### src/design/tsac_pkg.sv
// Shared types and constants of the turret sweep aim controller.
package tsac_pkg;

  localparam int CfgIdxWidth  = 3;
  localparam int CfgDataWidth = 16;

  localparam logic [CfgIdxWidth-1:0] CFG_ROT_SLOPE  = 3'd0;
  localparam logic [CfgIdxWidth-1:0] CFG_ROT_INTCPT = 3'd1;
  localparam logic [CfgIdxWidth-1:0] CFG_TGT_BAND   = 3'd2;
  localparam logic [CfgIdxWidth-1:0] CFG_ADJ_GAIN   = 3'd3;
  localparam logic [CfgIdxWidth-1:0] CFG_ADJ_FEED   = 3'd4;
  localparam logic [CfgIdxWidth-1:0] CFG_ADJ_MAX    = 3'd5;
  localparam logic [CfgIdxWidth-1:0] CFG_TRAVEL_LIM = 3'd6;
  localparam logic [CfgIdxWidth-1:0] CFG_ON_MARGIN  = 3'd7;

  // 0.4 in Q0.15
  localparam logic [14:0] BANG_DRIVE = 15'd13107;
  localparam logic signed [15:0] OFFSET_LIMIT = 16'sd32767;

  typedef enum logic [3:0] {
    ST_IDLE,
    ST_OFF_MUL,
    ST_OFF_FIN,
    ST_SWEEP,
    ST_CM1,
    ST_CM2,
    ST_DINIT,
    ST_DIV,
    ST_CFIN,
    ST_SETP,
    ST_MAG,
    ST_FIN
  } state_e;

  typedef struct packed {
    logic load;
    logic off_mul;
    logic off_fin;
    logic sweep;
    logic cm1;
    logic cm2;
    logic div_init;
    logic div_step;
    logic cfin;
    logic setp;
    logic mag;
    logic fin;
  } ctrl_t;

  typedef struct packed {
    logic do_center;
    logic den_zero;
    logic div_last;
    logic out_busy;
  } status_t;

endpackage

### src/design/tsac_ctrl.sv
// Sequencer of the turret sweep aim controller.
module tsac_ctrl (
  input  logic              clk_i,
  input  logic              rst_ni,
  input  logic              in_valid_i,
  input  tsac_pkg::status_t status_i,
  output tsac_pkg::ctrl_t   ctrl_o,
  output logic              in_ready_o
);

  tsac_pkg::state_e state_q, state_d;

  always_ff @(posedge clk_i or negedge rst_ni) begin
    if (!rst_ni) begin
      state_q <= tsac_pkg::ST_IDLE;
    end else begin
      state_q <= state_d;
    end
  end

  always_comb begin
    state_d = state_q;
    case (state_q)
      tsac_pkg::ST_IDLE:    if (in_valid_i) state_d = tsac_pkg::ST_OFF_MUL;
      tsac_pkg::ST_OFF_MUL: state_d = tsac_pkg::ST_OFF_FIN;
      tsac_pkg::ST_OFF_FIN: state_d = tsac_pkg::ST_SWEEP;
      tsac_pkg::ST_SWEEP: begin
        state_d = status_i.do_center ? tsac_pkg::ST_CM1 : tsac_pkg::ST_SETP;
      end
      tsac_pkg::ST_CM1:     state_d = tsac_pkg::ST_CM2;
      tsac_pkg::ST_CM2:     state_d = tsac_pkg::ST_DINIT;
      tsac_pkg::ST_DINIT: begin
        state_d = status_i.den_zero ? tsac_pkg::ST_SETP : tsac_pkg::ST_DIV;
      end
      tsac_pkg::ST_DIV:     if (status_i.div_last) state_d = tsac_pkg::ST_CFIN;
      tsac_pkg::ST_CFIN:    state_d = tsac_pkg::ST_SETP;
      tsac_pkg::ST_SETP:    state_d = tsac_pkg::ST_MAG;
      tsac_pkg::ST_MAG:     state_d = tsac_pkg::ST_FIN;
      tsac_pkg::ST_FIN:     if (!status_i.out_busy) state_d = tsac_pkg::ST_IDLE;
      default:              state_d = tsac_pkg::ST_IDLE;
    endcase
  end

  always_comb begin
    ctrl_o          = '0;
    in_ready_o      = 1'b0;
    case (state_q)
      tsac_pkg::ST_IDLE: begin
        in_ready_o   = 1'b1;
        ctrl_o.load  = in_valid_i;
      end
      tsac_pkg::ST_OFF_MUL: ctrl_o.off_mul  = 1'b1;
      tsac_pkg::ST_OFF_FIN: ctrl_o.off_fin  = 1'b1;
      tsac_pkg::ST_SWEEP:   ctrl_o.sweep    = 1'b1;
      tsac_pkg::ST_CM1:     ctrl_o.cm1      = 1'b1;
      tsac_pkg::ST_CM2:     ctrl_o.cm2      = 1'b1;
      tsac_pkg::ST_DINIT:   ctrl_o.div_init = 1'b1;
      tsac_pkg::ST_DIV:     ctrl_o.div_step = 1'b1;
      tsac_pkg::ST_CFIN:    ctrl_o.cfin     = 1'b1;
      tsac_pkg::ST_SETP:    ctrl_o.setp     = 1'b1;
      tsac_pkg::ST_MAG:     ctrl_o.mag      = 1'b1;
      tsac_pkg::ST_FIN:     ctrl_o.fin      = !status_i.out_busy;
      default: ;
    endcase
  end

endmodule

### src/design/tsac_datapath.sv
// Datapath: config registers, offset, sweep tracking, center divider, drive.
module tsac_datapath #(
  parameter int ROTATE_SCALE_Q8 = 128,
  parameter int ENCODER_WIDTH   = 16
) (
  input  logic                                 clk_i,
  input  logic                                 rst_ni,
  input  tsac_pkg::ctrl_t                      ctrl_i,
  output tsac_pkg::status_t                    status_o,
  input  logic                                 cfg_we_i,
  input  logic [tsac_pkg::CfgIdxWidth-1:0]     cfg_addr_i,
  input  logic [tsac_pkg::CfgDataWidth-1:0]    cfg_wdata_i,
  input  logic                                 cmd_i,
  input  logic                                 vis_i,
  input  logic [9:0]                           cx_i,
  input  logic [11:0]                          dist_i,
  input  logic                                 mov_i,
  input  logic signed [ENCODER_WIDTH-1:0]      enc_i,
  input  logic [1:0]                           dir_i,
  input  logic signed [ENCODER_WIDTH-1:0]      tgt_i,
  input  logic                                 out_ready_i,
  output logic                                 out_valid_o,
  output logic                                 drive_valid_o,
  output logic signed [15:0]                   motor_drive_o,
  output logic                                 on_target_o,
  output logic                                 center_found_o
);

  localparam int EW = ENCODER_WIDTH;
  localparam int NW = EW + 18;
  localparam int CW = $clog2(NW);
  localparam int XW = ((EW > 16) ? EW : 16) + 2;
  localparam logic [8:0] SCALE = 9'(ROTATE_SCALE_Q8);
  localparam logic signed [NW:0] CHI = (NW+1)'((64'sd1 <<< (EW - 1)) - 64'sd1);
  localparam logic signed [NW:0] CLO = -CHI - (NW+1)'(1);

  // configuration
  logic signed [15:0] slope_q;
  logic signed [11:0] intcpt_q;
  logic [9:0]  band_q;
  logic [15:0] gain_q;
  logic [14:0] feed_q, amax_q, tlim_q, margin_q;

  always_ff @(posedge clk_i or negedge rst_ni) begin
    if (!rst_ni) begin
      slope_q  <= '0;
      intcpt_q <= '0;
      band_q   <= '0;
      gain_q   <= '0;
      feed_q   <= '0;
      amax_q   <= 15'h7fff;
      tlim_q   <= 15'h7fff;
      margin_q <= '0;
    end else if (cfg_we_i) begin
      case (cfg_addr_i)
        tsac_pkg::CFG_ROT_SLOPE:  slope_q  <= cfg_wdata_i;
        tsac_pkg::CFG_ROT_INTCPT: intcpt_q <= cfg_wdata_i[11:0];
        tsac_pkg::CFG_TGT_BAND:   band_q   <= cfg_wdata_i[9:0];
        tsac_pkg::CFG_ADJ_GAIN:   gain_q   <= cfg_wdata_i;
        tsac_pkg::CFG_ADJ_FEED:   feed_q   <= cfg_wdata_i[14:0];
        tsac_pkg::CFG_ADJ_MAX:    amax_q   <= cfg_wdata_i[14:0];
        tsac_pkg::CFG_TRAVEL_LIM: tlim_q   <= cfg_wdata_i[14:0];
        tsac_pkg::CFG_ON_MARGIN:  margin_q <= cfg_wdata_i[14:0];
        default: ;
      endcase
    end
  end

  // input word
  logic cmd_q, vis_q, mov_q;
  logic [9:0] cx_q;
  logic [11:0] dist_q;
  logic signed [EW-1:0] enc_q, tgt_q;
  logic [1:0] dir_q;

  always_ff @(posedge clk_i) begin
    if (ctrl_i.load) begin
      cmd_q  <= cmd_i;
      vis_q  <= vis_i;
      cx_q   <= cx_i;
      dist_q <= dist_i;
      mov_q  <= mov_i;
      enc_q  <= enc_i;
      dir_q  <= dir_i;
      tgt_q  <= tgt_i;
    end
  end

  logic aim;
  logic dir_pos, dir_neg;
  assign aim     = !cmd_q && vis_q;
  assign dir_pos = (dir_q == 2'b01);
  assign dir_neg = dir_q[1];

  // aim offset
  logic signed [28:0] p_q;
  logic signed [29:0] p_r;
  logic signed [21:0] lin;
  logic signed [22:0] off_w;
  logic signed [15:0] off_q, off_sat;

  assign p_r   = {p_q[28], p_q} + 30'sd128;
  assign lin   = p_r[29:8];
  assign off_w = {lin[21], lin} + {{11{intcpt_q[11]}}, intcpt_q} - $signed({13'd0, cx_q});

  always_comb begin
    if (cx_q == 10'd0) begin
      off_sat = '0;
    end else if (off_w > 23'sd32767) begin
      off_sat = tsac_pkg::OFFSET_LIMIT;
    end else if (off_w < -23'sd32767) begin
      off_sat = -tsac_pkg::OFFSET_LIMIT;
    end else begin
      off_sat = off_w[15:0];
    end
  end

  always_ff @(posedge clk_i) begin
    if (ctrl_i.off_mul) p_q <= slope_q * $signed({1'b0, dist_q});
    if (ctrl_i.off_fin) off_q <= off_sat;
  end

  // sweep tracking
  logic started_right_q, right_seen_q, left_seen_q, center_valid_q;
  logic signed [EW-1:0] maxr_cnt_q, minl_cnt_q, center_cnt_q, setpoint_q;
  logic signed [15:0] maxr_off_q, minl_off_q;

  assign status_o.do_center = aim && !mov_q &&
      (started_right_q ? (dir_neg && right_seen_q) : (dir_pos && left_seen_q));

  // center divider signals
  logic [15:0] wl;
  logic signed [17:0] den;
  logic signed [EW+16:0] m1, prod_a_q;
  logic signed [EW+15:0] m2;
  logic signed [NW-1:0] num_q;
  logic [NW-1:0] dvd_q;
  logic [16:0] dsr_q, rem_q;
  logic [17:0] rem_sh, rem_sub;
  logic ge;
  logic [CW-1:0] cnt_q;
  logic qneg_q;
  logic signed [NW:0] sq;

  assign wl      = minl_off_q[15] ? -minl_off_q : minl_off_q;
  assign den     = {{2{maxr_off_q[15]}}, maxr_off_q} + $signed({2'b00, wl});
  assign m1      = maxr_cnt_q * $signed({1'b0, wl});
  assign m2      = minl_cnt_q * maxr_off_q;
  assign rem_sh  = {rem_q, dvd_q[NW-1]};
  assign rem_sub = rem_sh - {1'b0, dsr_q};
  assign ge      = (rem_sh >= {1'b0, dsr_q});
  assign sq      = qneg_q ? -$signed({1'b0, dvd_q}) : $signed({1'b0, dvd_q});

  assign status_o.den_zero = (den == 18'sd0);
  assign status_o.div_last = (cnt_q == '0);

  always_ff @(posedge clk_i) begin
    if (ctrl_i.cm1) prod_a_q <= m1;
    if (ctrl_i.cm2) num_q <= NW'(prod_a_q) + NW'(m2);
    if (ctrl_i.div_init) begin
      dvd_q  <= num_q[NW-1] ? -num_q : num_q;
      dsr_q  <= den[17] ? 17'(-den) : den[16:0];
      rem_q  <= '0;
      cnt_q  <= CW'(NW - 1);
      qneg_q <= num_q[NW-1] ^ den[17];
    end else if (ctrl_i.div_step) begin
      rem_q <= ge ? rem_sub[16:0] : rem_sh[16:0];
      dvd_q <= {dvd_q[NW-2:0], ge};
      cnt_q <= cnt_q - CW'(1);
    end
  end

  always_ff @(posedge clk_i or negedge rst_ni) begin
    if (!rst_ni) begin
      started_right_q <= 1'b1;
      right_seen_q    <= 1'b0;
      left_seen_q     <= 1'b0;
      center_valid_q  <= 1'b0;
      maxr_cnt_q      <= '0;
      minl_cnt_q      <= '0;
      maxr_off_q      <= '0;
      minl_off_q      <= '0;
      center_cnt_q    <= '0;
      setpoint_q      <= '0;
    end else begin
      if (ctrl_i.sweep && aim) begin
        if (mov_q) begin
          started_right_q <= (off_q > 16'sd0);
          right_seen_q    <= 1'b0;
          left_seen_q     <= 1'b0;
          center_valid_q  <= 1'b0;
          maxr_cnt_q      <= '0;
          minl_cnt_q      <= '0;
          maxr_off_q      <= '0;
          minl_off_q      <= '0;
        end else begin
          // the side opposite the one the sweep started on is taken on every still tick
          if (started_right_q || dir_neg) begin
            if (!left_seen_q || enc_q < minl_cnt_q) minl_cnt_q <= enc_q;
            if (!left_seen_q || off_q < minl_off_q) minl_off_q <= off_q;
            left_seen_q <= 1'b1;
          end else if (dir_pos && left_seen_q && off_q < minl_off_q) begin
            minl_off_q <= off_q;
          end
          if (!started_right_q || dir_pos) begin
            if (!right_seen_q || enc_q > maxr_cnt_q) maxr_cnt_q <= enc_q;
            if (!right_seen_q || off_q > maxr_off_q) maxr_off_q <= off_q;
            right_seen_q <= 1'b1;
          end else if (dir_neg && right_seen_q && off_q > maxr_off_q) begin
            maxr_off_q <= off_q;
          end
        end
      end
      if (ctrl_i.cfin) begin
        center_valid_q <= 1'b1;
        if (sq > CHI) begin
          center_cnt_q <= CHI[EW-1:0];
        end else if (sq < CLO) begin
          center_cnt_q <= CLO[EW-1:0];
        end else begin
          center_cnt_q <= sq[EW-1:0];
        end
      end
      if (ctrl_i.setp) begin
        if (cmd_q) begin
          setpoint_q <= tgt_q;
        end else if (vis_q && center_valid_q) begin
          setpoint_q <= center_cnt_q;
        end
      end
    end
  end

  // drive
  logic [15:0] abs_off;
  logic [30:0] pprod_q;
  logic [26:0] pm;
  logic [14:0] mag_q, mag_d;
  logic neg_q, neg_d;
  logic signed [XW-1:0] enc_x, sp_x, marg_x, tlim_x;
  logic signed [16:0] off_x, band_x;

  assign abs_off = off_q[15] ? -off_q : off_q;
  assign pm      = 27'(pprod_q[30:5]) + 27'(feed_q);
  assign enc_x   = XW'(enc_q);
  assign sp_x    = XW'(setpoint_q);
  assign marg_x  = $signed(XW'(margin_q));
  assign tlim_x  = $signed(XW'(tlim_q));
  assign off_x   = 17'(off_q);
  assign band_x  = $signed({7'd0, band_q});

  always_comb begin
    mag_d = '0;
    neg_d = 1'b0;
    if (!cmd_q) begin
      if (!vis_q || center_valid_q) begin
        if (sp_x > enc_x + marg_x) begin
          mag_d = tsac_pkg::BANG_DRIVE;
          neg_d = 1'b1;
        end else if (sp_x < enc_x - marg_x) begin
          mag_d = tsac_pkg::BANG_DRIVE;
        end
      end else begin
        if (off_x > band_x || off_x < -band_x) begin
          mag_d = (pm > 27'(amax_q)) ? amax_q : pm[14:0];
          neg_d = !(off_x > band_x);
        end
      end
    end
  end

  always_ff @(posedge clk_i) begin
    if (ctrl_i.sweep) pprod_q <= abs_off[14:0] * gain_q;
    if (ctrl_i.mag) begin
      mag_q <= mag_d;
      neg_q <= neg_d;
    end
  end

  logic [23:0] sc;
  logic [14:0] s15;
  logic stop;
  logic signed [15:0] drive;

  assign sc    = 24'(mag_q) * 24'(SCALE);
  assign s15   = sc[22:8];
  assign stop  = (s15 != 15'd0) &&
                 ((!neg_q && enc_x < -tlim_x) || (neg_q && enc_x > tlim_x));
  assign drive = stop ? 16'sd0 : (neg_q ? -$signed({1'b0, s15}) : $signed({1'b0, s15}));

  logic out_valid_q;
  assign status_o.out_busy = out_valid_q && !out_ready_i;
  assign out_valid_o = out_valid_q;

  always_ff @(posedge clk_i or negedge rst_ni) begin
    if (!rst_ni) begin
      out_valid_q <= 1'b0;
    end else if (ctrl_i.fin) begin
      out_valid_q <= 1'b1;
    end else if (out_ready_i) begin
      out_valid_q <= 1'b0;
    end
  end

  always_ff @(posedge clk_i) begin
    if (ctrl_i.fin) begin
      drive_valid_o  <= !cmd_q;
      motor_drive_o  <= drive;
      on_target_o    <= (enc_x >= sp_x - marg_x) && (enc_x <= sp_x + marg_x);
      center_found_o <= center_valid_q;
    end
  end

endmodule

### src/design/turret_sweep_aim_controller_unit.sv
// Top level of the turret sweep aim controller.
// One input word is one control tick or a setpoint load; it yields one output word
// with the turret drive, on-target flag and center flag. Each word steps through the
// offset, sweep, setpoint, magnitude and finish states; the next word is accepted
// once the result has left the finish state. A tick that closes a sweep also forms
// the weighted center with the bit-per-cycle restoring divider; if the center
// weights sum to zero the divider is skipped. One word is worked on at a time;
// a finished result waits in the output register until taken.
module turret_sweep_aim_controller_unit #(
  parameter int ROTATE_SCALE_Q8 = 128,
  parameter int ENCODER_WIDTH   = 16
) (
  input  logic clk_i,
  input  logic rst_ni,
  input  logic                              cfg_we_i,
  input  logic [tsac_pkg::CfgIdxWidth-1:0]  cfg_addr_i,
  input  logic [tsac_pkg::CfgDataWidth-1:0] cfg_wdata_i,
  input  logic s_axis_tvalid,
  output logic s_axis_tready,
  // vision_active, center_x, target_distance, robot_moving, encoder_count,
  // turn_direction, target_position
  input  logic [((26 + 2 * ENCODER_WIDTH + 7) / 8) * 8 - 1:0] s_axis_tdata,
  // command
  input  logic s_axis_tuser,
  output logic m_axis_tvalid,
  input  logic m_axis_tready,
  // motor_drive, on_target, center_found
  output logic [23:0] m_axis_tdata,
  // drive_valid
  output logic m_axis_tuser
);

  localparam int EW    = ENCODER_WIDTH;
  localparam int P_ENC = 24;
  localparam int P_DIR = P_ENC + EW;
  localparam int P_TGT = P_DIR + 2;

  tsac_pkg::ctrl_t   ctrl;
  tsac_pkg::status_t status;
  logic signed [15:0] drive;
  logic on_tgt, cfound;

  tsac_ctrl u_ctrl (
    .clk_i      (clk_i),
    .rst_ni     (rst_ni),
    .in_valid_i (s_axis_tvalid),
    .status_i   (status),
    .ctrl_o     (ctrl),
    .in_ready_o (s_axis_tready)
  );

  tsac_datapath #(
    .ROTATE_SCALE_Q8 (ROTATE_SCALE_Q8),
    .ENCODER_WIDTH   (ENCODER_WIDTH)
  ) u_datapath (
    .clk_i          (clk_i),
    .rst_ni         (rst_ni),
    .ctrl_i         (ctrl),
    .status_o       (status),
    .cfg_we_i       (cfg_we_i),
    .cfg_addr_i     (cfg_addr_i),
    .cfg_wdata_i    (cfg_wdata_i),
    .cmd_i          (s_axis_tuser),
    .vis_i          (s_axis_tdata[0]),
    .cx_i           (s_axis_tdata[10:1]),
    .dist_i         (s_axis_tdata[22:11]),
    .mov_i          (s_axis_tdata[23]),
    .enc_i          (s_axis_tdata[P_DIR-1:P_ENC]),
    .dir_i          (s_axis_tdata[P_TGT-1:P_DIR]),
    .tgt_i          (s_axis_tdata[P_TGT+EW-1:P_TGT]),
    .out_ready_i    (m_axis_tready),
    .out_valid_o    (m_axis_tvalid),
    .drive_valid_o  (m_axis_tuser),
    .motor_drive_o  (drive),
    .on_target_o    (on_tgt),
    .center_found_o (cfound)
  );

  assign m_axis_tdata = {6'd0, cfound, on_tgt, drive};

endmodule
### config.mk
export PLATFORM = sky130hd
export DESIGN_NAME = turret_sweep_aim_controller_unit
export DESIGN_NICKNAME = d
export VERILOG_FILES = /design/src/design/tsac_pkg.sv /design/src/design/tsac_ctrl.sv /design/src/design/tsac_datapath.sv /design/src/design/turret_sweep_aim_controller_unit.sv
export SDC_FILE = /design/constraint.sdc
export NUM_CORES = 2
export LEC_CHECK = 0
export CORE_MARGIN = 3
export CORE_UTILIZATION = 65
export DETAILED_ROUTE_END_ITERATION = 6
export DONT_BUFFER_PORTS = 1
export PLACE_DENSITY = 0.93
export SLEW_MARGIN = 20
export SYNTH_ARGS = -nofsm -noshare
export SYNTH_HDL_FRONTEND = slang
export SYNTH_HIERARCHICAL = 1
export SYNTH_SLANG_ARGS = --single-unit
### constraint.sdc
create_clock -name clk_i -period 9.06 [get_ports clk_i]
set_clock_uncertainty 0.05 [all_clocks]
set_input_delay 1.812 -clock clk_i [delete_from_list [all_inputs] [get_ports clk_i]]
set_output_delay 1.812 -clock clk_i [all_outputs]
set_load 0.005 [all_outputs]
==> run_results.csv <==
group,metric,value,unit
floorplan,die_h,329.0,um
synthesis,syn_area_per_cell,9.535,um2
sta,min_period,8.621,ns
worst_setup_path,worstSetupStartpointType,"register",
synthesis,yosysTopAreaCell,"fa_1",
floorplan,die_x,329.0,um
sta,hold_violations,0,
placement,dp.cells,8326,
synthesis,synthTopCellsByArea,"fa_1 (26%), ha_1 (14%), edfxtp_1 (12%)",
status,status,"complete, no violations",
synthesis,synth_ff_type,"edfxtp_1",
clock_tree,tritoncts,"built",
floorplan,dieArea,108300,um2
worst_setup_path,worst_path_most_repeated_cell,"fa_1",
layout,finalNetCount,8714,
layout,fill_cells,6834,
layout,final_cells,8432,
drt,vias_per_cell,6.327,
synthesis,syn_area,67830,um2
sta,slew_viol_final,0,
synthesis,ys_ff_latch,518,
sta,tightest_slew,1.179,ns
drt,wl_per_cell,21.61,um
synthesis,synth_top_area_share,25.74,%
sta,setup_viol,0,
worst_setup_path,cp_max_fo,15,
clock_tree,ctsLongestPathBuffers,3,
floorplan,placementRows,117,
clock_tree,cts_setup_buffers,0,
placement,place_congestion,0.9758,
worst_setup_path,worst-path-buf-inv,4,
worst_setup_path,max_stage_delay,0.59,ns
clock_tree,ctsHtreeMaxLevel,2,
clock_tree,clkSlewWorstSetupHoldPaths,0.06,ns
global_route,grt_usage,33.87,%
clock_tree,cts_buffers,55,
clock_tree,ctsHoldBuffers,0,
synthesis,synthArstFlopShare,42.28,%
sta,setup_tns,0,ns
clock_tree,cts_sinks,518,
layout,area_growth,4.837,%
drt,drc,0,
synthesis,yosys_warnings,6,
global_route,antenna_found_initial,11,
worst_setup_path,crit_type,"register to register",
drt,wirelength,182200,um
worst_setup_path,critPathTopFamily,"adder cells",
floorplan,start_util,66.09,%
clock_tree,cts-root-buf,"clkbuf_16",
sta,rsz0062_at_grt,"no",
drt,drt_iter0_drc,5451,
job,cap_viol_max_count,0,
global_route,grt_pass1_wl,290200,um
worst_setup_path,cp_data_arrival_time,8.97,ns
drt,antenna_left,0,
sta,fmax,116.0,MHz
global_route,grt_pass1_vias,55660,
placement,hpwl,137800,um
min_path,min_path_type,"register to register",
worst_setup_path,cp-end-kind,"register",
sta,slew_headroom,20.83,%
placement,portBuffers,0,
drt,vias,53346,
floorplan,pin_count,116,
worst_setup_path,required,9.41,ns
floorplan,core_area,102600,um2
clock_tree,clock_latency,0.65,ns
synthesis,synth_cells,7113,
synthesis,ys_seq_area_share,21.04,%
synthesis,synth-edff-count,276,
worst_setup_path,crit_slowest_cell,"fa_1",
layout,drive_above_1_share,5.593,%
synthesis,synth_cell_types,103,
global_route,grt.overflow.total,0,
drt,dr.pass1.iters,7,
sta,period_share,95.16,%
global_route,grt_max_degree,220,
==> final cells by class <==
type	count	area, um2	area share, %
inverter	1235	4636	6.519
clock inverter	27	239.0	0.3361
antenna	2	5.005	0.007039
sequential	518	14270	20.07
clock buffer	76	1612	2.266
timing repair buffer	83	643.1	0.9045
tap	1368	1712	2.407
multi-input combinational	5123	47990	67.49
==> flip-flops by register name, indices dropped and copies added (netlist names), 17 cells and up <==
name and count:
u_datapath/num_q 34, u_datapath/p_q 22, u_datapath/rem_q 17, u_datapath/pprod_q 26, u_datapath/dsr_q 17, u_datapath/prod_a_q 33
u_datapath/dvd_q 34
==> cell usage in the layout (no fill, tap or decap), drive strengths merged, types with 66 or more instances in the layout <==
| cell type | instances |
|---|---|
| nor3 | 100 |
| o21ai | 188 |
| nor2 | 419 |
| xnor2 | 236 |
| nor2b | 116 |
| mux2 | 110 |
| buf | 83 |
| a22o | 66 |
| xor2 | 122 |
| nand2 | 715 |
| fa | 872 |
| ha | 737 |
| dfrtp | 188 |
| a21o | 93 |
| inv | 1233 |
| nand3 | 83 |
| edfxtp | 276 |
| and2 | 262 |
| clkbuf | 76 |
| a21oi | 252 |
==> layer usage <==
metal	GRT usage, %	vias to the layer above	share of wire (%)	wire length, um
met5	0	-	0.036	65
met4	21.00	10	7.7	14120
met3	8.088	952	11	20040
met2	54.81	3299	46	84500
met1	41.07	26035	35	63490
li1	-	23050	-	-
==> synth_stat cells, types with 116 or more instances <==
cell	count
a21oi_1	252
and2_1	262
clkbuf_1	203
dfrtp_1	188
edfxtp_1	276
fa_1	872
ha_1	737
inv_1	1228
nand2_1	713
nor2_1	418
nor2b_1	116
o21ai_0	182
xnor2_1	236
xor2_1	122
==> cells by family (layout without fill, tap and decap cells) <==
kind of cell | after synthesis | in the layout | share of synthesized area, %
other cells | 1 | 8 | 0.005529
flops | 518 | 518 | 21.04
buf+inv | 1477 | 1421 | 8.453
fa+ha+maj | 1609 | 1609 | 39.33
compound gates | 1005 | 1005 | 10.02
mux | 140 | 140 | 2.269
xor+xnor | 358 | 358 | 4.623
simple gates | 2005 | 2005 | 14.26
==> final timing paths <==
check / startpoint / slack [ns] / cells after the start / to
min reg2reg: u_datapath/rem_q[16] / 0.44 / 2 / u_datapath/rem_q[16]
min in group asynchronous: rst_ni / 0.83 / 0 / u_datapath/slope_q[10]
max: u_datapath/off_q[0] / 0.44 / 25 / u_datapath/pprod_q[30]
min: u_datapath/rem_q[16] / 0.44 / 2 / u_datapath/rem_q[16]
max reg2reg: u_datapath/off_q[0] / 0.44 / 25 / u_datapath/pprod_q[30]
max in group asynchronous: rst_ni / 7.49 / 0 / u_datapath/center_cnt_q[15]
==> what timing repair did <==
action / CTS / global route
resized for setup: 0 / 1
endpoints found under the setup margin: 0 / 1
hold endpoints to repair: 0 / 0
==> tightest hold or removal path, cell delays in order (launching register included) <==
cell and delay (ns):
dfxtp_1 0.32, nand2_1 0.06, a21oi_1 0.05
==> per-stage QoR <==
stage,setup slack [ns],util (%),hold slack (ns),area (um2)
floorplan,0.9431,-,0.3909,67840
global placement,0.7321,67.42,0.4070,69190
detailed placement,0.4495,67.44,0.4265,69200
CTS,0.4575,69.24,0.4357,71050
global route,0.01032,69.29,0.4591,71100
finish,0.4389,69.29,0.4352,71110
Power is not shown: default switching activity piles up to over one toggle a cycle in this logic, so the estimate is an artifact.
